[config.mk]
export PLATFORM = sky130hd
export DESIGN_NAME = sweep_pulse_angle_decoder_flat
export DESIGN_NICKNAME = d
export VERILOG_FILES = /design/src/rtl/spad_pkg.sv /design/src/rtl/spad_if.sv /design/src/rtl/spad_ctrl.sv /design/src/rtl/spad_dp.sv /design/src/rtl/sweep_pulse_angle_decoder.sv /design/src/flat_wrapper.sv
export SDC_FILE = /design/constraint.sdc
export NUM_CORES = 2
export LEC_CHECK = 0
export BUFFER_PORTS_ARGS = -buffer_cell sky130_fd_sc_hd__buf_2
export CAP_MARGIN = 25
export CORE_MARGIN = 2
export CORE_UTILIZATION = 65
export DETAILED_ROUTE_END_ITERATION = 6
export PLACE_DENSITY = 0.82
export SLEW_MARGIN = 20
export SYNTH_ARGS = -nofsm -noshare
export SYNTH_HDL_FRONTEND = slang
export SYNTH_SLANG_ARGS = --single-unit
[constraint.sdc]
create_clock -name clk -period 19 [get_ports clk]
set_input_delay 3.8 -clock clk [delete_from_list [all_inputs] [get_ports clk]]
set_output_delay 3.8 -clock clk [all_outputs]
set_load 0.01 [all_outputs]
[src/rtl/spad_pkg.sv]
`timescale 1ns / 1ps
// ----------------------------------------------------------------------------
// spad_pkg
// Shared types and constants of the sweep pulse angle decoder.
// ----------------------------------------------------------------------------
package spad_pkg;

	localparam int unsigned CFG_IDX_W = 3;
	localparam int unsigned DIV_STEPS = 17;

	localparam logic [16:0] Q16_ONE     = 17'h10000;
	localparam logic [23:0] TICKS_MAX   = 24'hFFFFFF;
	localparam logic [30:0] ANGLE_MAX   = 31'h7FFFFFFF;
	// x / 10 == (x * DIV10_RECIP) >> 35 for any 32-bit x
	localparam logic [31:0] DIV10_RECIP = 32'hCCCCCCCD;

	localparam logic [15:0] RST_SWEEP_LIMIT = 16'd800;
	localparam logic [15:0] RST_SYNC_LIMIT  = 16'd1584;
	localparam logic [31:0] RST_DEG_PER_TICK = 32'd5800480;
	localparam logic [15:0] RST_X_Q = 16'd655;
	localparam logic [15:0] RST_X_R = 16'd6554;
	localparam logic [15:0] RST_Y_Q = 16'd66;
	localparam logic [15:0] RST_Y_R = 16'd6554;

	typedef enum logic [CFG_IDX_W-1:0] {
		REG_SWEEP_LIMIT     = 3'd0,
		REG_SYNC_LIMIT      = 3'd1,
		REG_DEG_PER_TICK    = 3'd2,
		REG_X_PROCESS_NOISE = 3'd3,
		REG_X_MEASURE_NOISE = 3'd4,
		REG_Y_PROCESS_NOISE = 3'd5,
		REG_Y_MEASURE_NOISE = 3'd6
	} cfg_reg_t;

	typedef enum logic [1:0] {
		MUL_MEAS,
		MUL_EST,
		MUL_GAIN,
		MUL_VAR
	} mul_op_t;

	typedef struct packed {
		logic    load_in;
		logic    decode;
		logic    prep;
		logic    div_init;
		logic    div_step;
		logic    mul_en;
		mul_op_t mul_op;
		logic    acc_load;
		logic    acc_add;
		logic    commit;
	} cmd_t;

	typedef struct packed {
		logic meas;
		logic div_last;
	} status_t;

endpackage

[src/rtl/spad_if.sv]
`timescale 1ns / 1ps
// ----------------------------------------------------------------------------
// spad_if
// Valid/ready channels of the decoder: pulse in, result out, register write.
// ----------------------------------------------------------------------------
interface spad_pulse_if;
	logic        valid;
	logic        ready;
	logic [1:0]  sensor;
	logic [31:0] start_time;
	logic [31:0] pulse_length;
	modport source(output valid, sensor, start_time, pulse_length, input ready);
	modport sink(input valid, sensor, start_time, pulse_length, output ready);
endinterface

interface spad_result_if;
	logic        valid;
	logic        ready;
	logic [1:0]  out_sensor;
	logic        axis;
	logic [23:0] sweep_ticks;
	logic [30:0] filtered_angle;
	modport source(output valid, out_sensor, axis, sweep_ticks, filtered_angle,
		input ready);
	modport sink(input valid, out_sensor, axis, sweep_ticks, filtered_angle,
		output ready);
endinterface

interface spad_cfg_if;
	logic        valid;
	logic        ready;
	logic [2:0]  index;
	logic [31:0] data;
	modport source(output valid, index, data, input ready);
	modport sink(input valid, index, data, output ready);
endinterface

[src/rtl/spad_ctrl.sv]
`timescale 1ns / 1ps
// ----------------------------------------------------------------------------
// spad_ctrl
// Sequencer: decode, angle scaling, gain division and filter update.
// ----------------------------------------------------------------------------
module spad_ctrl import spad_pkg::*; (
	input  logic    clk,
	input  logic    arst_n,
	input  logic    in_valid,
	output logic    in_ready,
	output logic    out_valid,
	input  logic    out_ready,
	output cmd_t    cmd,
	input  status_t st
);

	typedef enum logic [3:0] {
		S_IDLE, S_DECODE, S_MUL_M, S_PREP, S_DINIT, S_DIV,
		S_MUL_A, S_MUL_B, S_MUL_C, S_WRITE
	} state_t;

	state_t state_q;
	logic   ready_q;
	logic   out_valid_q;
	logic   out_free;

	assign in_ready  = ready_q;
	assign out_valid = out_valid_q;
	assign out_free  = !out_valid_q || out_ready;

	always_ff @(posedge clk or negedge arst_n) begin
		if (!arst_n) begin
			state_q     <= S_IDLE;
			ready_q     <= 1'b1;
			out_valid_q <= 1'b0;
		end else begin
			if (out_valid_q && out_ready)
				out_valid_q <= 1'b0;
			unique case (state_q)
				S_IDLE: begin
					if (in_valid && ready_q) begin
						state_q <= S_DECODE;
						ready_q <= 1'b0;
					end
				end
				S_DECODE: begin
					if (st.meas) begin
						state_q <= S_MUL_M;
					end else begin
						state_q <= S_IDLE;
						ready_q <= 1'b1;
					end
				end
				S_MUL_M: state_q <= S_PREP;
				S_PREP:  state_q <= S_DINIT;
				S_DINIT: state_q <= S_DIV;
				S_DIV: begin
					if (st.div_last)
						state_q <= S_MUL_A;
				end
				S_MUL_A: state_q <= S_MUL_B;
				S_MUL_B: state_q <= S_MUL_C;
				S_MUL_C: state_q <= S_WRITE;
				S_WRITE: begin
					if (out_free) begin
						state_q     <= S_IDLE;
						ready_q     <= 1'b1;
						out_valid_q <= 1'b1;
					end
				end
				default: state_q <= S_IDLE;
			endcase
		end
	end

	always_comb begin
		cmd         = '0;
		cmd.mul_op  = MUL_MEAS;
		cmd.load_in = (state_q == S_IDLE) && in_valid && ready_q;
		unique case (state_q)
			S_DECODE: cmd.decode   = 1'b1;
			S_MUL_M: begin
				cmd.mul_en = 1'b1;
				cmd.mul_op = MUL_MEAS;
			end
			S_PREP:  cmd.prep     = 1'b1;
			S_DINIT: cmd.div_init = 1'b1;
			S_DIV:   cmd.div_step = 1'b1;
			S_MUL_A: begin
				cmd.mul_en = 1'b1;
				cmd.mul_op = MUL_EST;
			end
			S_MUL_B: begin
				cmd.mul_en   = 1'b1;
				cmd.mul_op   = MUL_GAIN;
				cmd.acc_load = 1'b1;
			end
			S_MUL_C: begin
				cmd.mul_en  = 1'b1;
				cmd.mul_op  = MUL_VAR;
				cmd.acc_add = 1'b1;
			end
			S_WRITE: cmd.commit = out_free;
			default: ;
		endcase
	end

endmodule

[src/rtl/spad_dp.sv]
`timescale 1ns / 1ps
// ----------------------------------------------------------------------------
// spad_dp
// Datapath: per-sensor state, shared multiplier, gain divider, result word.
// ----------------------------------------------------------------------------
module spad_dp import spad_pkg::*; #(
	parameter int SENSORS = 4
) (
	input  logic                 clk,
	input  logic                 arst_n,
	input  logic [1:0]           sensor,
	input  logic [31:0]          start_time,
	input  logic [31:0]          pulse_length,
	input  logic                 cfg_we,
	input  logic [CFG_IDX_W-1:0] cfg_index,
	input  logic [31:0]          cfg_data,
	input  cmd_t                 cmd,
	output status_t              st,
	output logic [1:0]           out_sensor,
	output logic                 axis,
	output logic [23:0]          sweep_ticks,
	output logic [30:0]          filtered_angle
);

	localparam int SIDX_W = (SENSORS > 1) ? $clog2(SENSORS) : 1;

	// configuration
	logic [15:0] sweep_limit_q, sync_limit_q;
	logic [31:0] dpt_q;
	logic [15:0] xq_q, xr_q, yq_q, yr_q;

	// per-sensor state
	logic [31:0] sync_q  [SENSORS];
	logic        seen_q  [SENSORS];
	logic        armed_q [SENSORS];
	logic        axy_q   [SENSORS];
	logic [31:0] xest_q  [SENSORS];
	logic [31:0] xvar_q  [SENSORS];
	logic [31:0] yest_q  [SENSORS];
	logic [31:0] yvar_q  [SENSORS];

	// latched word and working registers
	logic [1:0]  sensor_q;
	logic [31:0] start_q, len_q;
	logic [23:0] ticks_q;
	logic        axis_q;
	logic [63:0] prod_q;
	logic [49:0] acc_q;
	logic [30:0] meas_q;
	logic [31:0] p_q;
	logic [32:0] den_q;
	logic        den_zero_q;
	logic [33:0] rem_q;
	logic [16:0] nlo_q;
	logic [16:0] quot_q;
	logic [4:0]  cnt_q;

	logic [SIDX_W-1:0] idx;
	logic        sens_ok, is_sweep, is_sync, y_even;
	logic [59:0] d10_w;
	logic [31:0] diff_w;
	logic [23:0] ticks_w;
	logic [31:0] est_sel, var_sel;
	logic [15:0] q_sel, r_sel;
	logic [63:0] mrnd_w;
	logic [32:0] psum_w;
	logic [31:0] p_w;
	logic [32:0] den_w;
	logic [48:0] num_w;
	logic [33:0] t_w;
	logic        ge_w;
	logic [16:0] k_w, omk_w;
	logic [31:0] mul_a, mul_b;
	logic [31:0] est_new, var_new;
	logic [63:0] vrnd_w;

	assign idx      = SIDX_W'(sensor_q);
	assign sens_ok  = 6'(sensor_q) < 6'(SENSORS);
	assign is_sweep = len_q < {16'h0, sweep_limit_q};
	assign is_sync  = !is_sweep && (len_q < {16'h0, sync_limit_q});
	// bit 0 of (len / 16) / 10
	assign d10_w    = 60'(len_q[31:4]) * 60'(DIV10_RECIP);
	assign y_even   = !d10_w[35];
	assign diff_w   = start_q - sync_q[idx];
	assign ticks_w  = (diff_w > {8'h0, TICKS_MAX}) ? TICKS_MAX : diff_w[23:0];

	assign est_sel = axis_q ? yest_q[idx] : xest_q[idx];
	assign var_sel = axis_q ? yvar_q[idx] : xvar_q[idx];
	assign q_sel   = axis_q ? yq_q : xq_q;
	assign r_sel   = axis_q ? yr_q : xr_q;

	assign mrnd_w = prod_q + 64'd32768;
	assign psum_w = {1'b0, var_sel} + {17'h0, q_sel};
	assign p_w    = psum_w[32] ? 32'hFFFFFFFF : psum_w[31:0];
	assign den_w  = {1'b0, p_q} + {17'h0, r_sel};
	// p * 2^16 + den / 2
	assign num_w  = {1'b0, p_q, 16'h0} + {16'h0, den_w[32:1]};

	assign t_w  = {rem_q[32:0], nlo_q[16]};
	assign ge_w = t_w >= {1'b0, den_q};

	assign k_w   = den_zero_q ? 17'h0 : ((quot_q > Q16_ONE) ? Q16_ONE : quot_q);
	assign omk_w = Q16_ONE - k_w;

	always_comb begin
		unique case (cmd.mul_op)
			MUL_MEAS: begin
				mul_a = dpt_q;
				mul_b = {8'h0, ticks_q};
			end
			MUL_EST: begin
				mul_a = est_sel;
				mul_b = {15'h0, omk_w};
			end
			MUL_GAIN: begin
				mul_a = {1'b0, meas_q};
				mul_b = {15'h0, k_w};
			end
			MUL_VAR: begin
				mul_a = p_q;
				mul_b = {15'h0, omk_w};
			end
			default: begin
				mul_a = '0;
				mul_b = '0;
			end
		endcase
	end

	assign est_new = acc_q[47:16];
	assign vrnd_w  = prod_q + 64'd32768;
	assign var_new = vrnd_w[47:16];

	assign st.meas     = sens_ok && is_sweep && armed_q[idx];
	assign st.div_last = (cnt_q == 5'd0);

	// config and per-sensor state
	always_ff @(posedge clk or negedge arst_n) begin
		if (!arst_n) begin
			sweep_limit_q <= RST_SWEEP_LIMIT;
			sync_limit_q  <= RST_SYNC_LIMIT;
			dpt_q         <= RST_DEG_PER_TICK;
			xq_q          <= RST_X_Q;
			xr_q          <= RST_X_R;
			yq_q          <= RST_Y_Q;
			yr_q          <= RST_Y_R;
			for (int i = 0; i < SENSORS; i++) begin
				sync_q[i]  <= '0;
				seen_q[i]  <= 1'b0;
				armed_q[i] <= 1'b0;
				axy_q[i]   <= 1'b0;
				xest_q[i]  <= '0;
				xvar_q[i]  <= {15'h0, Q16_ONE};
				yest_q[i]  <= '0;
				yvar_q[i]  <= {15'h0, Q16_ONE};
			end
		end else begin
			if (cfg_we) begin
				case (cfg_reg_t'(cfg_index))
					REG_SWEEP_LIMIT:     sweep_limit_q <= cfg_data[15:0];
					REG_SYNC_LIMIT:      sync_limit_q  <= cfg_data[15:0];
					REG_DEG_PER_TICK:    dpt_q         <= cfg_data;
					REG_X_PROCESS_NOISE: xq_q          <= cfg_data[15:0];
					REG_X_MEASURE_NOISE: xr_q          <= cfg_data[15:0];
					REG_Y_PROCESS_NOISE: yq_q          <= cfg_data[15:0];
					REG_Y_MEASURE_NOISE: yr_q          <= cfg_data[15:0];
					default: ;
				endcase
			end
			if (cmd.decode && sens_ok) begin
				if (is_sweep) begin
					seen_q[idx] <= 1'b1;
				end else if (is_sync) begin
					sync_q[idx] <= start_q;
					if (seen_q[idx]) begin
						axy_q[idx]   <= y_even;
						armed_q[idx] <= 1'b1;
					end
				end
			end
			if (cmd.commit) begin
				armed_q[idx] <= 1'b0;
				if (axis_q) begin
					yest_q[idx] <= est_new;
					yvar_q[idx] <= var_new;
				end else begin
					xest_q[idx] <= est_new;
					xvar_q[idx] <= var_new;
				end
			end
		end
	end

	// working registers
	always_ff @(posedge clk) begin
		if (cmd.load_in) begin
			sensor_q <= sensor;
			start_q  <= start_time;
			len_q    <= pulse_length;
		end
		if (cmd.decode) begin
			ticks_q <= ticks_w;
			axis_q  <= axy_q[idx];
		end
		if (cmd.mul_en)
			prod_q <= 64'(mul_a) * 64'(mul_b);
		if (cmd.prep) begin
			meas_q <= (|mrnd_w[63:47]) ? ANGLE_MAX : mrnd_w[46:16];
			p_q    <= p_w;
		end
		if (cmd.div_init) begin
			den_q      <= den_w;
			den_zero_q <= (den_w == 33'h0);
			rem_q      <= {2'b0, num_w[48:17]};
			nlo_q      <= num_w[16:0];
			quot_q     <= '0;
			cnt_q      <= 5'(DIV_STEPS - 1);
		end
		if (cmd.div_step) begin
			rem_q  <= ge_w ? (t_w - {1'b0, den_q}) : t_w;
			nlo_q  <= {nlo_q[15:0], 1'b0};
			quot_q <= {quot_q[15:0], ge_w};
			cnt_q  <= cnt_q - 5'd1;
		end
		if (cmd.acc_load)
			acc_q <= prod_q[49:0];
		if (cmd.acc_add)
			acc_q <= acc_q + prod_q[49:0] + 50'd32768;
		if (cmd.commit) begin
			out_sensor     <= sensor_q;
			axis           <= axis_q;
			sweep_ticks    <= ticks_q;
			filtered_angle <= est_new[30:0];
		end
	end

endmodule

[src/rtl/sweep_pulse_angle_decoder.sv]
`timescale 1ns / 1ps
// ----------------------------------------------------------------------------
// sweep_pulse_angle_decoder
// Sorts light pulses into sync and sweep, turns sweep timing into an angle
// and smooths it with a per-sensor, per-axis scalar Kalman filter (Q16).
// ----------------------------------------------------------------------------
//
//  channel  dir  word                                      handshake
//  -------  ---  ----------------------------------------  ---------
//  pulse    in   sensor, start_time, pulse_length          valid/ready
//  result   out  out_sensor, axis, sweep_ticks,            valid/ready
//                filtered_angle
//  cfg      in   index, data                               valid/ready
//
//  One pulse word at a time. A word that gives no result is accepted and
//  decoded only. A measured sweep is accepted and decoded, then runs the
//  angle multiply, prepare, divider load, 17 restoring gain-division steps,
//  the filter update on the shared 32x32 multiplier, and write-back.
//  The result sits in an output register; a new pulse is taken while it
//  waits, and the next result holds in the write-back step until it is free.
//  Reset clears all per-sensor state at once; no clearing pass. cfg is
//  always ready.
//
module sweep_pulse_angle_decoder import spad_pkg::*; #(
	parameter int SENSORS = 4
) (
	input  logic          clk,
	input  logic          arst_n,
	spad_pulse_if.sink    pulse,
	spad_result_if.source result,
	spad_cfg_if.sink      cfg
);

	cmd_t    cmd;
	status_t st;

	// registers are written the cycle they arrive
	assign cfg.ready = 1'b1;

	spad_ctrl u_ctrl (
		.clk       (clk),
		.arst_n    (arst_n),
		.in_valid  (pulse.valid),
		.in_ready  (pulse.ready),
		.out_valid (result.valid),
		.out_ready (result.ready),
		.cmd       (cmd),
		.st        (st)
	);

	spad_dp #(
		.SENSORS (SENSORS)
	) u_dp (
		.clk            (clk),
		.arst_n         (arst_n),
		.sensor         (pulse.sensor),
		.start_time     (pulse.start_time),
		.pulse_length   (pulse.pulse_length),
		.cfg_we         (cfg.valid),
		.cfg_index      (cfg.index),
		.cfg_data       (cfg.data),
		.cmd            (cmd),
		.st             (st),
		.out_sensor     (result.out_sensor),
		.axis           (result.axis),
		.sweep_ticks    (result.sweep_ticks),
		.filtered_angle (result.filtered_angle)
	);

endmodule

[src/flat_wrapper.sv]
// flat-port wrapper written by rule: the top's interface ports become plain ports
module sweep_pulse_angle_decoder_flat import spad_pkg::*;
#(
	parameter int SENSORS = 4
)
  (clk, arst_n, pulse_valid, pulse_sensor, pulse_start_time, pulse_pulse_length, pulse_ready, result_valid, result_out_sensor, result_axis, result_sweep_ticks, result_filtered_angle, result_ready, cfg_valid, cfg_index, cfg_data, cfg_ready);
  spad_pulse_if pulse_i ();
  spad_result_if result_i ();
  spad_cfg_if cfg_i ();
  input  logic clk;
  input  logic arst_n;
  input wire logic [$bits(pulse_i.valid)-1:0] pulse_valid;
  input wire logic [$bits(pulse_i.sensor)-1:0] pulse_sensor;
  input wire logic [$bits(pulse_i.start_time)-1:0] pulse_start_time;
  input wire logic [$bits(pulse_i.pulse_length)-1:0] pulse_pulse_length;
  output wire logic [$bits(pulse_i.ready)-1:0] pulse_ready;
  output wire logic [$bits(result_i.valid)-1:0] result_valid;
  output wire logic [$bits(result_i.out_sensor)-1:0] result_out_sensor;
  output wire logic [$bits(result_i.axis)-1:0] result_axis;
  output wire logic [$bits(result_i.sweep_ticks)-1:0] result_sweep_ticks;
  output wire logic [$bits(result_i.filtered_angle)-1:0] result_filtered_angle;
  input wire logic [$bits(result_i.ready)-1:0] result_ready;
  input wire logic [$bits(cfg_i.valid)-1:0] cfg_valid;
  input wire logic [$bits(cfg_i.index)-1:0] cfg_index;
  input wire logic [$bits(cfg_i.data)-1:0] cfg_data;
  output wire logic [$bits(cfg_i.ready)-1:0] cfg_ready;
  assign pulse_i.valid = pulse_valid;
  assign pulse_i.sensor = pulse_sensor;
  assign pulse_i.start_time = pulse_start_time;
  assign pulse_i.pulse_length = pulse_pulse_length;
  assign pulse_ready = pulse_i.ready;
  assign result_valid = result_i.valid;
  assign result_out_sensor = result_i.out_sensor;
  assign result_axis = result_i.axis;
  assign result_sweep_ticks = result_i.sweep_ticks;
  assign result_filtered_angle = result_i.filtered_angle;
  assign result_i.ready = result_ready;
  assign cfg_i.valid = cfg_valid;
  assign cfg_i.index = cfg_index;
  assign cfg_i.data = cfg_data;
  assign cfg_ready = cfg_i.ready;
  sweep_pulse_angle_decoder #(.SENSORS(SENSORS)) u_core (.clk(clk), .arst_n(arst_n), .pulse(pulse_i), .result(result_i), .cfg(cfg_i));
endmodule
-- After elaboration in Yosys (flattened, before gate mapping)
Cells that the tools add are included.
- word-level logic and storage cells: 223
- input bits: 106
- register bits: 1218
- output and inout port bits: 61
- reduce and logical (&&, ||, !) cells: 35
- bitwise operators: 7
- add/subtract/negate cells: 10
- magnitude comparators: 7
- multiplexer cells: 78
- multiply operators: 2
- equal/unequal tests: 22
- operator list (kind ; number):
    128-bit bitwise mux ; 5
    32-bit 2-to-1 mux ; 13
    32-bit binary-select mux with 2-bit select ; 5
    32-bit one-hot mux with 4 select lines ; 1
    17-bit 2-to-1 mux ; 6
    50-bit 2-to-1 mux ; 2
    33-bit 2-to-1 mux ; 3
    32-bit one-hot mux with 3 select lines ; 1
    32-bit by 16-bit adder with 33-bit output ; 2
    64-bit by 16-bit adder with 64-bit output (second input constant) ; 1
    32-bit demux with 2-bit select ; 1
    32-bit by 16-bit < comparator with 1-bit output ; 2
    32-bit by 32-bit multiplier with 64-bit output ; 1
    50-bit by 16-bit adder with 50-bit output (second input constant) ; 1
    50-bit adder ; 1
    48-bit by 32-bit adder with 49-bit output ; 1
    4-bit one-hot mux with 10 select lines ; 1
    28-bit by 32-bit multiplier with 36-bit output (second input constant) ; 1
    34-bit by 33-bit greater-or-equal comparator with 1-bit output ; 1
    33-bit zero test ; 1
    33-bit subtractor ; 1
    32-bit by 24-bit > comparator with 1-bit output (second input constant) ; 1
    16-bit 2-to-1 mux ; 2
    4-bit 2-to-1 mux ; 8
    other kinds (44) ; 99

-- Depth between registers and ports, before layout
- word-level depth: 12
- gate-level depth with buffers: 46
- mapped depth without buffers: 41

-- Modules after synthesis
Synthesis repeated with hierarchy kept, for this count alone.
- cell total of the unflattened synthesis: 8636
- area, all modules: 93724.9 um^2
- by module, submodules not included (module ; cells an instance ; times used ; area an instance (um^2) ; sequential area each (um^2)):
    spad_dp ; 8582 ; 1 ; 93277.0 ; 32324.8
    spad_ctrl ; 52 ; 1 ; 436.7 ; 151.4
    sweep_pulse_angle_decoder ; 2 ; 1 ; 11.3 ; 0.0

-- Worst setup path after synthesis
OpenSTA, ideal clock, no wires.
- kind: reg-to-reg
- from: register u_core.u_ctrl.state_q[2]
- to: register u_core.u_dp.prod_q[54], data pin
- buffers on the path: 5
- cell stages (with the launch flop): 35
- setup time: 0.259 ns
- period minus slack after synthesis: 10.736 ns
- slack: 8.264 ns
- data required time: 18.741 ns
- data arrival time: 10.477 ns
- path through: dfrtp_1 clkbuf_1 nand2b_1 or3_1 clkbuf_1 nand2_1 clkbuf_1 clkbuf_1 a21oi_1 o21ai_1 nor2_1 fa_1 fa_1 fa_1 inv_1 fa_1 inv_1 fa_1 ha_1 fa_1 inv_1 fa_1 inv_1 ha_1 clkbuf_1 and3_1 and3_1 o211ai_1 a2111oi_0 o2111ai_1 a21oi_1 o21ai_1 o21ai_0 a21oi_1 xnor2_1
- cells in the longest elaborated chain, start to end: 6
- elaborated cells between the ends (all ways): 13
- classes of those cells: mul (1); eq/ne (7); mux (3); reduce/logical (2)
- ends and longest elaborated chain (what ; RTL line ; RTL):
    start, declared ; spad_ctrl.sv:22 ; state_t state_q;
    start signal, assigned ; spad_ctrl.sv:33 ; state_q <= S_IDLE;
    start signal, assigned ; spad_ctrl.sv:42 ; state_q <= S_DECODE;
    start signal, assigned ; spad_ctrl.sv:48 ; state_q <= S_MUL_M;
    4-bit == test (tied with other cells) ; spad_ctrl.sv:80 ; unique case (state_q)
    3-bit one-hot mux with 4 select lines (*) ; spad_ctrl.sv:80 ;
    2-bit == test or 2-bit by 1-bit == test with 1-bit output (tied branches) ; spad_dp.sv:106 ; unique case (cmd.mul_op)
    2-bit OR reduction (no source line) ; - ;
    32-bit one-hot mux with 3 select lines ; spad_dp.sv:106 ;
    32-bit by 32-bit multiplier with 64-bit output (*) ; spad_dp.sv:206 ; prod_q <= 64'(mul_a) * 64'(mul_b);
    end signal, assigned ; spad_dp.sv:206 ;
    end, declared ; spad_dp.sv:47 ; logic [63:0] prod_q;
Every way passes the cells marked *; elsewhere a longest branch is shown, timed or not. The select of a mux whose other input is x is not followed.
A chain may end at the register's enable or synchronous reset.

-- Worst setup path after layout
- from: register u_core.u_ctrl.state_q[3]
- to: register u_core.u_dp.prod_q[54], data pin
Same word-level chain as after synthesis.

==> flow_metrics.tcl <==
set metrics [dict create \
    htreeDepth 3 \
    grt_max_degree 130 \
    clk_pin_slew_ns 0.06 \
    synth-compound-area-share_pct 8.62 \
    start_util_pct 65.3 \
    rsz0062_at_grt "no" \
    cts_root_buffer "clkbuf_16" \
    crit_path_start_kind "flop" \
    placed_area_um2 96300 \
    grt_pass1_wl_um 412000 \
    yosys-top-cells-count "1176 x inv_1, 822 x nand2_1, 815 x fa_1" \
    slowest_delay_ns 0.74 \
    cts_setup_buffers 0 \
    numClockSinks 1211 \
    cts_buffers 120 \
    io_buffers 165 \
    clkLatencyLatePin_ns 0.79 \
    synth_area_per_cell_um2 10.7 \
    hold_viol 0 \
    setup_viol 0 \
    path_class "reg -> reg" \
    drtIter0Drc 7492 \
    rows 139 \
    min_period_over_period_pct 64.8 \
    cap_viol_max_count 0 \
    dieArea_um2 147000 \
    cts_tree "done" \
    synth_edf_count 424 \
    holdBufCountCts 0 \
    path_max_fanout 100 \
    cts_max_path_buffers 3 \
    gr-total-overflow 0 \
    worstHoldPathType "reg -> reg" \
    crit_buf_inv 10 \
    worst_pin_slew_ns 1.19 \
    crit_path_end_kind "flop" \
    layoutNonFillerInstCount 10700 \
    synth_top_family_by_area "adder cells" \
    cp.arrival_ns 12.80 \
    route.detailed.drc 5 \
    dpl.hpwl_um 196000 \
    grt-busiest-layer "met2" \
    gr-usage-met2_pct 57.0 \
    syn_area_um2 93500 \
    dp_cells 10500 \
    antenna_found_initial 7 \
    dp_slack_ns 6.54 \
    die_h_um 383 \
    cp_top_family "adder cells" \
    io_pins 167 \
    ys_seq_elements 1211 \
    grtUsageMet1_pct 50.5 \
    slew_headroom_pct 18.6 \
    synth.distinct_cells 94 \
    synth-xor-area-share_pct 2.55 \
    violations "design-rule violations" \
    layout_setup_ws_ns 6.70 \
    synthAdderAreaFrac_pct 26.3 \
    syn-num-nets 10300 \
    path_common_cell "fa_1" \
    vias 68100 \
    dieWidth_um 383 \
    grt_usage_pct 36.9 \
    ctsResizeCount 0 \
    grt_pass1_vias 70300 \
    netlist_top_cells_area "dfrtp_1 20%, fa_1 17%, edfxtp_1 14%" \
    timing.fmax_mhz 81.3 \
    wirelength_um 267000 \
    area_growth_pct 7.70 \
    drive_above_1_share_pct 15.0 \
    skew_ns 0.0504 \
    final_max_slew_viol_count 0 \
    wl_per_cell_um 24.8 \
    core-area_um2 143000 \
    postSynth.asyncResetShare_pct 64.9 \
    tns_ns 0 \
    num-nets-final 10300 \
    crit_slowest_cell "buf_4" \
    synthMuxAreaShare_pct 11.2 \
    period_needed_ns 12.30 \
    synth.most_common_cell "inv_1" \
    yosysWarningCount 0 \
    synth_ff_type "dfrtp_1" \
    ant_nets 0 \
    yosysSeqAreaShare_pct 34.7 \
    final_area_um2 101000 \
    synth-simple-area-share_pct 10.2 \
    via_per_inst 6.34 \
    cp.required_ns 19.50 \
    synth_top_area_share_pct 19.9 \
    status "finished, violations left" \
    place_congestion 1.01 \
    synth.largest_area_cell "dfrtp_1" \
    use_met3_pct 8.00 \
    synth_cells 8703 \
    firstDrtPassIters 7 \
]
==> registers in the layout (all words and copies together) (netlist names), 31 cells and up <==
name                        cells
u_core.u_dp.acc_q              48
u_core.u_dp.den_q              33
u_core.u_dp.dpt_q              32
u_core.u_dp.filtered_angle     31
u_core.u_dp.len_q              32
u_core.u_dp.meas_q             31
u_core.u_dp.p_q                32
u_core.u_dp.prod_q             59
u_core.u_dp.rem_q              33
u_core.u_dp.start_q            32
u_core.u_dp.sync_q            128
u_core.u_dp.xest_q            128
u_core.u_dp.xvar_q            128
u_core.u_dp.yest_q            128
u_core.u_dp.yvar_q            128
==> final cells by class <==
class | count | area [um^2]
tap | 1903 | 2380
sequential | 1211 | 32500
antenna | 1 | 2.50
timing repair buffer | 294 | 1950
clock inverter | 64 | 749
clock buffer | 166 | 3440
multi-input combinational | 5917 | 55300
fill | 9901 | 42400
inverter | 1176 | 4410
==> per-stage QoR <==
step,hold slack (ns),utilization [%]
after floorplan,0.421,-
after global placement,0.454,67.2
after detailed placement,0.463,67.3
after CTS,0.480,70.2
after global routing,0.498,70.4
final,0.478,70.4
==> final timing paths <==
path,start,endpoint,slack (ns),cells after the start
max,u_core.u_ctrl.state_q[3],u_core.u_dp.prod_q[54],6.70,36
min,u_core.u_dp.ticks_q[17],u_core.u_dp.sweep_ticks[17],0.48,0
max reg2reg,u_core.u_ctrl.state_q[3],u_core.u_dp.prod_q[54],6.70,36
min reg2reg,u_core.u_dp.ticks_q[17],u_core.u_dp.sweep_ticks[17],0.48,0
max in group asynchronous,arst_n,u_core.u_dp.dpt_q[22],12.96,6
min in group asynchronous,arst_n,u_core.u_dp.xvar_q[12],2.90,1
==> layer usage <==
layer / part of all wire (%) / wire length [um]
met3: 10 / 27700
met5: 0.0086 / 23
met1: 39 / 103000
met4: 5.1 / 13700
met2: 46 / 122000
==> layout by cell type (no fill, tap or decap), types with 363 or more instances in the layout <==
| master | instances |
|---|---|
| ha_1 | 662 |
| inv_1 | 1175 |
| nor2_1 | 549 |
| dfrtp_1 | 742 |
| nand2_1 | 821 |
| edfxtp_1 | 424 |
| fa_1 | 815 |
| o21ai_0 | 363 |
| mux2_2 | 556 |
| a21oi_1 | 392 |
==> logic make-up (layout without fill, tap and decap cells) <==
logic type	count (synthesis)	count (layout)
AO/OA/AOI/OAI	1313	1313
AND/OR/NAND/NOR	2080	2080
adder cells (fa/ha/maj)	1477	1477
other	1	2
buffers and inverters	1575	1700
XOR/XNOR	272	272
flip-flops	1211	1211
multiplexers	774	774
Power is left out: the tool's default activity adds up to more than one toggle a clock period on the data nets, which glitch-free logic cannot reach.
